### config.mk
export PLATFORM = sky130hd
export DESIGN_NAME = audio_ring_health_monitor
export DESIGN_NICKNAME = d
export VERILOG_FILES = /design/src/rtl/arhm_pkg.sv /design/src/rtl/arhm_core.sv /design/src/rtl/audio_ring_health_monitor.sv
export SDC_FILE = /design/constraint.sdc
export NUM_CORES = 1
export LEC_CHECK = 0
export BUFFER_PORTS_ARGS = -buffer_cell sky130_fd_sc_hd__clkbuf_2
export CAP_MARGIN = 30
export CORE_MARGIN = 8
export CORE_UTILIZATION = 55
export DETAILED_ROUTE_END_ITERATION = 16
export PLACE_DENSITY_LB_ADDON = 0.12
export SETUP_SLACK_MARGIN = 0.4
export SYNTH_ARGS = -nofsm -noshare
export SYNTH_HDL_FRONTEND = slang
export SYNTH_SLANG_ARGS = --single-unit
### constraint.sdc
create_clock -name clk -period 7.46 [get_ports clk]
set_input_delay 0.373 -clock clk [delete_from_list [all_inputs] [get_ports clk]]
set_output_delay 0.373 -clock clk [all_outputs]
set_load 0.05 [all_outputs]
### src/rtl/arhm_pkg.sv
// Package for the audio ring health monitor.
// Holds the sample and result item types and the field widths shared by the core and the top.
// No dependencies.
`timescale 1ns / 1ps

package arhm_pkg;

	localparam int unsigned CapW = 16;
	localparam int unsigned EpochW = 32;
	localparam int unsigned FieldW = 32;
	localparam int unsigned FillW = 16;
	localparam int unsigned LowW = 15;
	localparam int unsigned EventW = 6;
	localparam int unsigned LossW = 4;

	// Bit positions in event_flags.
	localparam int unsigned EvPressLow = 0;
	localparam int unsigned EvPressHigh = 1;
	localparam int unsigned EvDrop = 2;
	localparam int unsigned EvOverflow = 3;
	localparam int unsigned EvUnderflow = 4;
	localparam int unsigned EvLost = 5;

	typedef struct packed {
		logic              play_active;
		logic [EpochW-1:0] session_epoch;
		logic [EpochW-1:0] stream_epoch;
		logic [FieldW-1:0] blocks_submitted;
		logic [FillW-1:0]  fill_frames;
		logic [FieldW-1:0] drop_count;
		logic [FieldW-1:0] overflow_count;
		logic [FieldW-1:0] underflow_count;
		logic [FieldW-1:0] lost_count;
	} sample_t;

	typedef struct packed {
		logic [LowW-1:0]   low_alarm_level;
		logic [CapW-1:0]   high_alarm_level;
		logic [FieldW-1:0] drop_delta;
		logic [FieldW-1:0] overflow_delta;
		logic [FieldW-1:0] underflow_delta;
		logic [FieldW-1:0] lost_delta;
		logic [EventW-1:0] event_flags;
		logic [LossW-1:0]  latched_loss;
	} result_t;

endpackage

### src/rtl/arhm_core.sv
// Per-sample evaluation of the ring health: alarm levels, counter deltas, grace and flags.
// Keeps the previous counters, epochs and sticky flags, updated when a sample is taken.
// Depends on arhm_pkg.
`timescale 1ns / 1ps

module arhm_core #(
	parameter int unsigned CNT_W = 32
) (
	input  logic                   clk,
	input  logic                   arst_n,
	input  logic                   take,
	input  arhm_pkg::sample_t      smp,
	input  logic [arhm_pkg::CapW-1:0] ring_capacity,
	output arhm_pkg::result_t      res
);
	import arhm_pkg::*;

	logic [CNT_W-1:0]  prev_drop_q, prev_ovf_q, prev_und_q, prev_lost_q;
	logic              prev_active_q, seen_first_q, grace_pending_q;
	logic [EpochW-1:0] prev_session_q, prev_stream_q;
	logic [LossW-1:0]  sticky_loss_q;

	logic [CNT_W-1:0]  cur_drop, cur_ovf, cur_und, cur_lost;
	logic [CNT_W-1:0]  gr_drop, gr_ovf, gr_und, gr_lost;
	logic              act, sess_start, strm_start, any_start, avail, p_low, p_high;
	logic              grace_drop, keep_deltas, keep_und;
	logic [LowW-1:0]   lo;
	logic [CapW+3:0]   cap_x15;
	logic [CapW-1:0]   hi;
	logic [EventW-1:0] ev;
	logic [LossW-1:0]  sticky_next;
	logic              grace_next;

	function automatic logic [CNT_W-1:0] grow(input logic [CNT_W-1:0] now_v,
		input logic [CNT_W-1:0] was_v);
		grow = (now_v >= was_v) ? (now_v - was_v) : '0;
	endfunction

	always_comb begin
		act = smp.play_active;
		cur_drop = smp.drop_count[CNT_W-1:0];
		cur_ovf = smp.overflow_count[CNT_W-1:0];
		cur_und = smp.underflow_count[CNT_W-1:0];
		cur_lost = smp.lost_count[CNT_W-1:0];

		lo = ring_capacity[CapW-1:1];
		cap_x15 = {ring_capacity, 4'b0000} - {4'b0000, ring_capacity};
		hi = cap_x15[CapW+3:4];

		sess_start = act && (!seen_first_q || !prev_active_q ||
			smp.session_epoch != prev_session_q);
		strm_start = act && seen_first_q && (smp.stream_epoch != '0) &&
			(smp.stream_epoch != prev_stream_q);
		any_start = sess_start || strm_start;

		avail = (ring_capacity != '0) && (smp.blocks_submitted != '0);
		p_low = avail && (smp.fill_frames < {1'b0, lo});
		p_high = avail && !p_low && (smp.fill_frames > hi);

		// The startup grace drops the underflow delta of the first sample after a start, if the ring has recovered by then.
		grace_drop = !any_start && grace_pending_q && avail && !p_low;

		gr_drop = seen_first_q ? grow(cur_drop, prev_drop_q) : '0;
		gr_ovf = seen_first_q ? grow(cur_ovf, prev_ovf_q) : '0;
		gr_und = seen_first_q ? grow(cur_und, prev_und_q) : '0;
		gr_lost = seen_first_q ? grow(cur_lost, prev_lost_q) : '0;

		keep_deltas = act && !sess_start;
		keep_und = keep_deltas && !strm_start && !grace_drop;

		res.low_alarm_level = lo;
		res.high_alarm_level = hi;
		res.drop_delta = keep_deltas ? FieldW'(gr_drop) : '0;
		res.overflow_delta = keep_deltas ? FieldW'(gr_ovf) : '0;
		res.underflow_delta = keep_und ? FieldW'(gr_und) : '0;
		res.lost_delta = keep_deltas ? FieldW'(gr_lost) : '0;

		ev = '0;
		ev[EvPressLow] = act && p_low;
		ev[EvPressHigh] = act && p_high;
		ev[EvDrop] = res.drop_delta != '0;
		ev[EvOverflow] = res.overflow_delta != '0;
		ev[EvUnderflow] = res.underflow_delta != '0;
		ev[EvLost] = res.lost_delta != '0;
		res.event_flags = ev;

		if (!act) begin
			sticky_next = '0;
		end else begin
			sticky_next = (any_start ? '0 : sticky_loss_q) | ev[EvLost:EvDrop];
		end
		res.latched_loss = sticky_next;
		grace_next = act && any_start;
	end

	always_ff @(posedge clk or negedge arst_n) begin
		if (!arst_n) begin
			prev_drop_q <= '0;
			prev_ovf_q <= '0;
			prev_und_q <= '0;
			prev_lost_q <= '0;
			prev_active_q <= 1'b0;
			prev_session_q <= '0;
			prev_stream_q <= '0;
			seen_first_q <= 1'b0;
			sticky_loss_q <= '0;
			grace_pending_q <= 1'b0;
		end else if (take) begin
			prev_drop_q <= cur_drop;
			prev_ovf_q <= cur_ovf;
			prev_und_q <= cur_und;
			prev_lost_q <= cur_lost;
			prev_active_q <= act;
			prev_session_q <= smp.session_epoch;
			prev_stream_q <= smp.stream_epoch;
			seen_first_q <= 1'b1;
			sticky_loss_q <= sticky_next;
			grace_pending_q <= grace_next;
		end
	end

	a_press_exclusive: assert property (@(posedge clk) disable iff (!arst_n)
		!(res.event_flags[EvPressLow] && res.event_flags[EvPressHigh]))
		else $error("low and high pressure flagged together");

	a_grace_one_shot: assert property (@(posedge clk) disable iff (!arst_n)
		(take && act && !any_start) |=> !grace_pending_q)
		else $error("grace still pending after a plain active sample");

	a_latched_covers_events: assert property (@(posedge clk) disable iff (!arst_n)
		take |=> ((sticky_loss_q & $past(ev[EvLost:EvDrop])) == $past(ev[EvLost:EvDrop])))
		else $error("latched loss flags miss an event of the last sample");

endmodule

### src/rtl/audio_ring_health_monitor.sv
// Top level of the audio ring health monitor: stream ports, capacity register,
// input register and result register around arhm_core.
// Depends on arhm_pkg and arhm_core.
//
// Channel   Direction  Handshake          Payload
// s_*       in         s_tvalid/s_tready  sample item (tdata 240 bits, tuser play_active)
// m_*       out        m_tvalid/m_tready  result item (tdata 176 bits)
// cfg_*     in         cfg_valid/cfg_ready ring_capacity (16 bits)
//
// One item per cycle sustained while m_tready is high; an accepted item is loaded into the input register,
// then into the result register, which raises m_tvalid, once the output can take it.
// The core state is updated as the item moves from the input register to the result register.
// Reset clears the capacity, the core state and both valid flags.
// A stalled output holds its item while one more item waits in the input register.
`timescale 1ns / 1ps

module audio_ring_health_monitor #(
	parameter int unsigned COUNT_WIDTH = 32
) (
	input  logic         clk,
	input  logic         arst_n,
	input  logic         s_tvalid,
	output logic         s_tready,
	// [31:0] session_epoch, [63:32] stream_epoch, [95:64] blocks_submitted,
	// [111:96] fill_frames, [143:112] drop_count, [175:144] overflow_count,
	// [207:176] underflow_count, [239:208] lost_count
	input  logic [239:0] s_tdata,
	// [0] play_active
	input  logic         s_tuser,
	output logic         m_tvalid,
	input  logic         m_tready,
	// [14:0] low_alarm_level, [30:15] high_alarm_level, [62:31] drop_delta,
	// [94:63] overflow_delta, [126:95] underflow_delta, [158:127] lost_delta,
	// [164:159] event_flags, [168:165] latched_loss, [175:169] zero
	output logic [175:0] m_tdata,
	input  logic         cfg_valid,
	output logic         cfg_ready,
	input  logic [15:0]  cfg_data
);
	import arhm_pkg::*;

	localparam int unsigned CntW = (COUNT_WIDTH < FieldW) ? COUNT_WIDTH : FieldW;

	logic [CapW-1:0] capacity_q;
	logic            valid_s1, out_valid_q, advance;
	sample_t         smp_s1;
	result_t         res, res_q;

	assign cfg_ready = 1'b1;
	assign advance = valid_s1 && (!out_valid_q || m_tready);
	assign s_tready = !valid_s1 || advance;

	always_ff @(posedge clk or negedge arst_n) begin
		if (!arst_n) begin
			capacity_q <= '0;
		end else if (cfg_valid && cfg_ready) begin
			capacity_q <= cfg_data;
		end
	end

	always_ff @(posedge clk or negedge arst_n) begin
		if (!arst_n) begin
			valid_s1 <= 1'b0;
			out_valid_q <= 1'b0;
		end else begin
			if (s_tready) begin
				valid_s1 <= s_tvalid;
			end
			if (advance) begin
				out_valid_q <= 1'b1;
			end else if (m_tready) begin
				out_valid_q <= 1'b0;
			end
		end
	end

	always_ff @(posedge clk) begin
		if (s_tvalid && s_tready) begin
			smp_s1.play_active <= s_tuser;
			smp_s1.session_epoch <= s_tdata[31:0];
			smp_s1.stream_epoch <= s_tdata[63:32];
			smp_s1.blocks_submitted <= s_tdata[95:64];
			smp_s1.fill_frames <= s_tdata[111:96];
			smp_s1.drop_count <= s_tdata[143:112];
			smp_s1.overflow_count <= s_tdata[175:144];
			smp_s1.underflow_count <= s_tdata[207:176];
			smp_s1.lost_count <= s_tdata[239:208];
		end
		if (advance) begin
			res_q <= res;
		end
	end

	arhm_core #(
		.CNT_W(CntW)
	) u_core (
		.clk          (clk),
		.arst_n       (arst_n),
		.take         (advance),
		.smp          (smp_s1),
		.ring_capacity(capacity_q),
		.res          (res)
	);

	assign m_tvalid = out_valid_q;
	assign m_tdata = {7'b0, res_q.latched_loss, res_q.event_flags, res_q.lost_delta,
		res_q.underflow_delta, res_q.overflow_delta, res_q.drop_delta,
		res_q.high_alarm_level, res_q.low_alarm_level};

endmodule

### Yosys cells after proc, flatten, opt, wreduce, memory -nomap -nowiden

Index checks and enable logic that the tools add are counted.

| storage, ports and cells | value |
|---|---|
| bits in registers | 627 |
| bits in latches | 0 |
| RAM bits | 0 |
| memory bits (read-only) | 0 |
| bits of input ports | 262 |
| output and inout bits | 179 |
| word-level logic and storage cells | 101 |
| memories kept | 0 |

| cells by class | value |
|---|---|
| add/sub/neg operators | 5 |
| multipliers | 0 |
| divide/modulo/power cells | 0 |
| magnitude comparators | 6 |
| equal/unequal tests | 2 |
| shifts and indexed selects | 0 |
| mux-type cells | 16 |
| bitwise logic cells | 1 |
| reduce and logical (&&, ||, !) cells | 41 |

Operators by type and width:

| operator | number |
|---|---|
| $mux W32 | 12 |
| $reduce_bool A32 Y1 | 6 |
| $ge A32 B32 Y1 | 4 |
| $sub A32 B32 Y32 | 4 |
| $ne A32 B32 Y1 | 2 |
| $sub A20 B16 Y20 | 1 |
| $logic_and A1 B1 Y1 | 19 |
| $gt A16 B16 Y1 | 1 |
| $lt A16 B15 Y1 | 1 |
| $reduce_bool A16 Y1 | 1 |
| $logic_not A1 Y1 | 9 |
| $mux W4 | 2 |
| $logic_or A1 B1 Y1 | 5 |
| $or A4 B4 Y4 | 1 |
| $mux W1 | 2 |
| $reduce_bool A2 Y1 | 1 |

### Depth between registers and ports, before layout

| logic depth | value |
|---|---|
| depth after elaboration | 15 |
| gate-level depth with buffers | 20 |
| mapped depth without buffers | 20 |

### Hierarchy

A second synthesis with hierarchy kept.

| second synthesis, totals | value |
|---|---|
| cells, all modules | 2785 |
| area total of the unflattened synthesis | 31621.6 µm² |

By module, submodules not included:

| module | instances | cells each | area an instance (µm²) | sequential area each (µm²) |
|---|---|---|---|---|
| arhm_core | 1 | 2323 | 18504.0 | 4979.8 |
| audio_ring_health_monitor | 1 | 462 | 13117.6 | 12762.2 |

### Least setup slack after synthesis

No wires, ideal clock.

| path | value |
|---|---|
| path kind | register -> register |
| from | register out_valid_q (netlist: m_tvalid) |
| to | register smp_s1[0] (netlist name) (enable) |
| library setup time | 631 ps |
| arrival | 6654 ps |
| setup slack | 175 ps |
| cell stages (with the launch flop) | 3 |
| path buffers | 0 |
| clock period less this slack | 7285 ps |
| path through | dfrtp_1 -> nand3b_1 -> and2_1 |

| on the way | value |
|---|---|
| longest elaborated chain between the ends | 5 |

Ends and longest elaborated chain:

| item | line | RTL |
|---|---|---|
| start, declared | audio_ring_health_monitor.sv:45 | `logic valid_s1, out_valid_q, advance;` |
| start signal, assigned | audio_ring_health_monitor.sv:64 | `out_valid_q <= 1'b0;` |
| start signal, assigned | audio_ring_health_monitor.sv:70 | `out_valid_q <= 1'b1;` |
| start signal, assigned | audio_ring_health_monitor.sv:72 | `out_valid_q <= 1'b0;` |
| $logic_not A1 Y1 | audio_ring_health_monitor.sv:50 | `assign advance = valid_s1 && (!out_valid_q \|\| m_tready);` |
| $logic_or A1 B1 Y1 | audio_ring_health_monitor.sv:50 |  |
| $logic_and A1 B1 Y1 | audio_ring_health_monitor.sv:50 |  |
| $logic_or A1 B1 Y1 | audio_ring_health_monitor.sv:51 | `assign s_tready = !valid_s1 \|\| advance;` |
| net s_tready | audio_ring_health_monitor.sv:23 | `output logic s_tready,` |
| $logic_and A1 B1 Y1 | audio_ring_health_monitor.sv:78 | `if (s_tvalid && s_tready) begin` |
| end, declared | audio_ring_health_monitor.sv:46 | `sample_t smp_s1;` |

The timed path passes the listed nets, and every way through them passes these cells.
A chain may end at the register's enable or synchronous reset.

==> flow_summary.ini <==
[route]
routed_wl_um = 86490
wl_met3_um = 5211
met2WireLength_um = 42580
wire_per_inst_um = 19.68
drtIter0Drc = 1924
highest_layer = met5
first_pass_iters = 6
antenna_left = 0
route.detailed.drc = 0
drt-vias-per-instance = 5.566
met1_length_um = 36470
vias = 24470

[floorplan]
dieArea_um2 = 64800
io_pins = 441
die_x_um = 254.6
coreArea_um2 = 56280
initial_core_util_pct = 55.62
rows = 87
die_y_um = 254.6

[place]
io_buffer_count = 432
dpl.hpwl_um = 61140
dp_cells = 4012
routabilityCongestion = 0.9185

[logic_synthesis]
yosys_most_used_dff = edfxtp_1
synth_xor_area_share_pct = 4.869
synth_compound_area_share_pct = 12.99
synth-edff-count = 410
synth_cell_types = 83
synth_top_family_by_area = simple AND/OR/NAND/NOR gates
syn-cell-area_um2 = 31300
synth-simple-area-share_pct = 14.32
synth_fa_ha_area_share_pct = 7.051
syn_avg_cell_area_um2 = 10.75
synth-seq-cells = 627
synth_mux_area_share_pct = 0.3038
synthArstFlopShare_pct = 34.61
synth_cells = 2911
synth_warnings = 0
seq_area_frac_synth_pct = 56.68

[timing]
fin_setup_tns_ns = 0
max_slew_margin_pct = 32.47
worstMarginPinSlew_ns = 1.013
finalSetupViolations = 0
fmax_ghz = 0.2379
fin_crit_ns = 4.204
hold_viol = 0
drv_slew = 0
finClkSkew_ns = 0.02616
rsz0062_at_grt = false
timing.final.crit_share_pct = 56.35

[worst_hold_path]
hp-class = in -> reg
worstHoldPathCells = 3

[flow_run]
cap_violations = 0

[worst_setup_path]
slowest_stage = nor4_1
crit_type = reg -> reg
crit_cells = 18
worstRegToRegCells = 18
crit_chain = nor4_1 > a21o_1 > a21o_1 > a21oi_1 > o21ai_0 > a211oi_1 > o31a_1 > nor2_1 > nor2_1 > nand2_1 > xnor2_1 > ha_1 > nand4_1 > nor3_1 > nand2_1 > o211ai_1 > a31oi_1 > a21boi_0
crit_path_start_kind = flip-flop
cp.arrival_ns = 4.53
path_buf_inv = 0
worstPathRequired_ns = 7.78
worstSetupEndpointType = flip-flop
max_stage_delay_ns = 0.63
path_max_fanout = 4
path_delay_family = compound AO/OA/AOI/OAI gates

[outcome]
status = finished clean

[clock_tree]
path_clk_slew_ns = 0.06
htreeDepth = 3
ctsHoldBuffers = 255
cts-root-buf = clkbuf_16
cts_buffer_depth = 3
cts.sinks = 627
cts_setup_buffers = 0
cts_resized = 0
clk_latency_ns = 0.61
cts_inserted_buffers = 67
cts_tree = done

[finish]
nets = 4018
final_common_cell = nand2_1
filler_cell_count = 4073
instances_no_fill = 4396
mostFrequentLayoutCells = 449 x nand2_1, 431 x clkbuf_2, 410 x edfxtp_1
syn_to_final_growth_pct = 24.48
final_layout_size_suffix_gt1_share_pct = 16.03

[global_routing]
grt_pass1_vias = 24380
grt_max_degree = 157
grt_use_total_pct = 26.11
gr-total-overflow = 0
grt_pass1_wl_um = 133600
antenna_found_initial = 4

[power_and_ir_drop]
p_per_area_nw_per_um2 = 269.2
leakage_uw = 0.01683
ir_drop_v = 0.0002337
## through the flow
step | setup slack [ns] | util, % | instance area, um2 | total power, uW | hold slack (ns)
finish | 3.256 | 69.23 | 38960 | 10490 | 0.01485
global route | 2.894 | 69.22 | 38960 | 11000 | 0.02262
CTS | 3.271 | 69.12 | 38900 | 10510 | 0.0002222
detailed placement | 3.297 | 60.69 | 34150 | 7089 | 0.4227
global placement | 3.362 | 60.64 | 34130 | 7040 | 0.4130
floorplan | 0.6584 | - | 31320 | 6376 | 0.07741
## Yosys cell counts, types with 29 or more instances
cell type,number,area (um2)
nor3_1,39,195.2
o21ai_0,237,1186
edfxtp_1,410,12310
nand4_1,48,300.3
nor2_1,201,754.5
xnor2_1,116,1016
clkbuf_1,92,345.3
a21o_1,52,390.4
nor2b_1,29,181.4
nand2_1,450,1689
o21a_1,33,247.7
a21oi_1,138,690.7
nor4_1,34,212.7
inv_1,198,743.2
dfrtp_1,217,5430
nand3_1,40,200.2
xor2_1,58,508.0
ha_1,170,2127
## final cells by class
cell class / count / area [um2] / area share [%]
antenna: 4 / 10.01 / 0.02569
clock buffer: 97 / 1952 / 5.010
clock inverter: 26 / 239.0 / 0.6134
inverter: 198 / 750.7 / 1.927
multi-input combinational: 1986 / 12430 / 31.89
sequential: 627 / 17740 / 45.54
tap: 756 / 945.9 / 2.428
timing repair buffer: 702 / 4897 / 12.57
## path summary, 6_finish.rpt
kind,slack [ns],from,end
worst max-delay path,3.26,capacity_q[3],m_tdata[160]
worst max register to register,3.26,capacity_q[3],m_tdata[160]
worst min register to register,0.48,u_core.sticky_loss_q[1],u_core.sticky_loss_q[1]
min in group asynchronous,0.32,arst_n,u_core.prev_drop_q[18]
max in group asynchronous,5.71,arst_n,u_core.prev_session_q[31]
worst min-delay path,0.01,cfg_data[7],capacity_q[7]
## cell families after synthesis
kind of cell | after synthesis
other cells | 2
flops | 627
xor+xnor | 174
compound gates | 648
fa+ha+maj | 174
mux | 9
buf+inv | 304
simple gates | 973
## flip-flops by register name, summed over array words and instances (netlist names), 4 cells and up
name / cells
u_core.prev_ovf_q: 32
u_core.prev_stream_q: 32
u_core.sticky_loss_q: 4
u_core.prev_drop_q: 32
u_core.prev_lost_q: 32
capacity_q: 16
m_tdata: 169
u_core.prev_session_q: 32
smp_s1: 241
u_core.prev_und_q: 32
## worst reg2reg max path, stage by stage (launching register included)
cell and delay [ns]:
dfrtp_1 0.41, nor4_1 0.63, a21o_1 0.21, a21o_1 0.14, a21oi_1 0.12, o21ai_0 0.46, a211oi_1 0.23, o31a_1 0.34
nor2_1 0.16, nor2_1 0.09, nand2_1 0.12, xnor2_1 0.08, ha_1 0.31, nand4_1 0.09, nor3_1 0.18, nand2_1 0.07
o211ai_1 0.09, a31oi_1 0.06, a21boi_0 0.14
## where the power goes
group | internal, uW | switching, uW
Combinational | 1080 | 1840
Sequential | 4090 | 175
Clock | 1930 | 1370
Total | 7110 | 3380
## per-layer routing
layer | vias up | track usage (%)
met4 | 2 | 7.426
met3 | 128 | 4.289
met5 | - | 0
met1 | 11830 | 34.23
met2 | 791 | 44.72
li1 | 11710 | -
(Power assumes the default switching activity.)
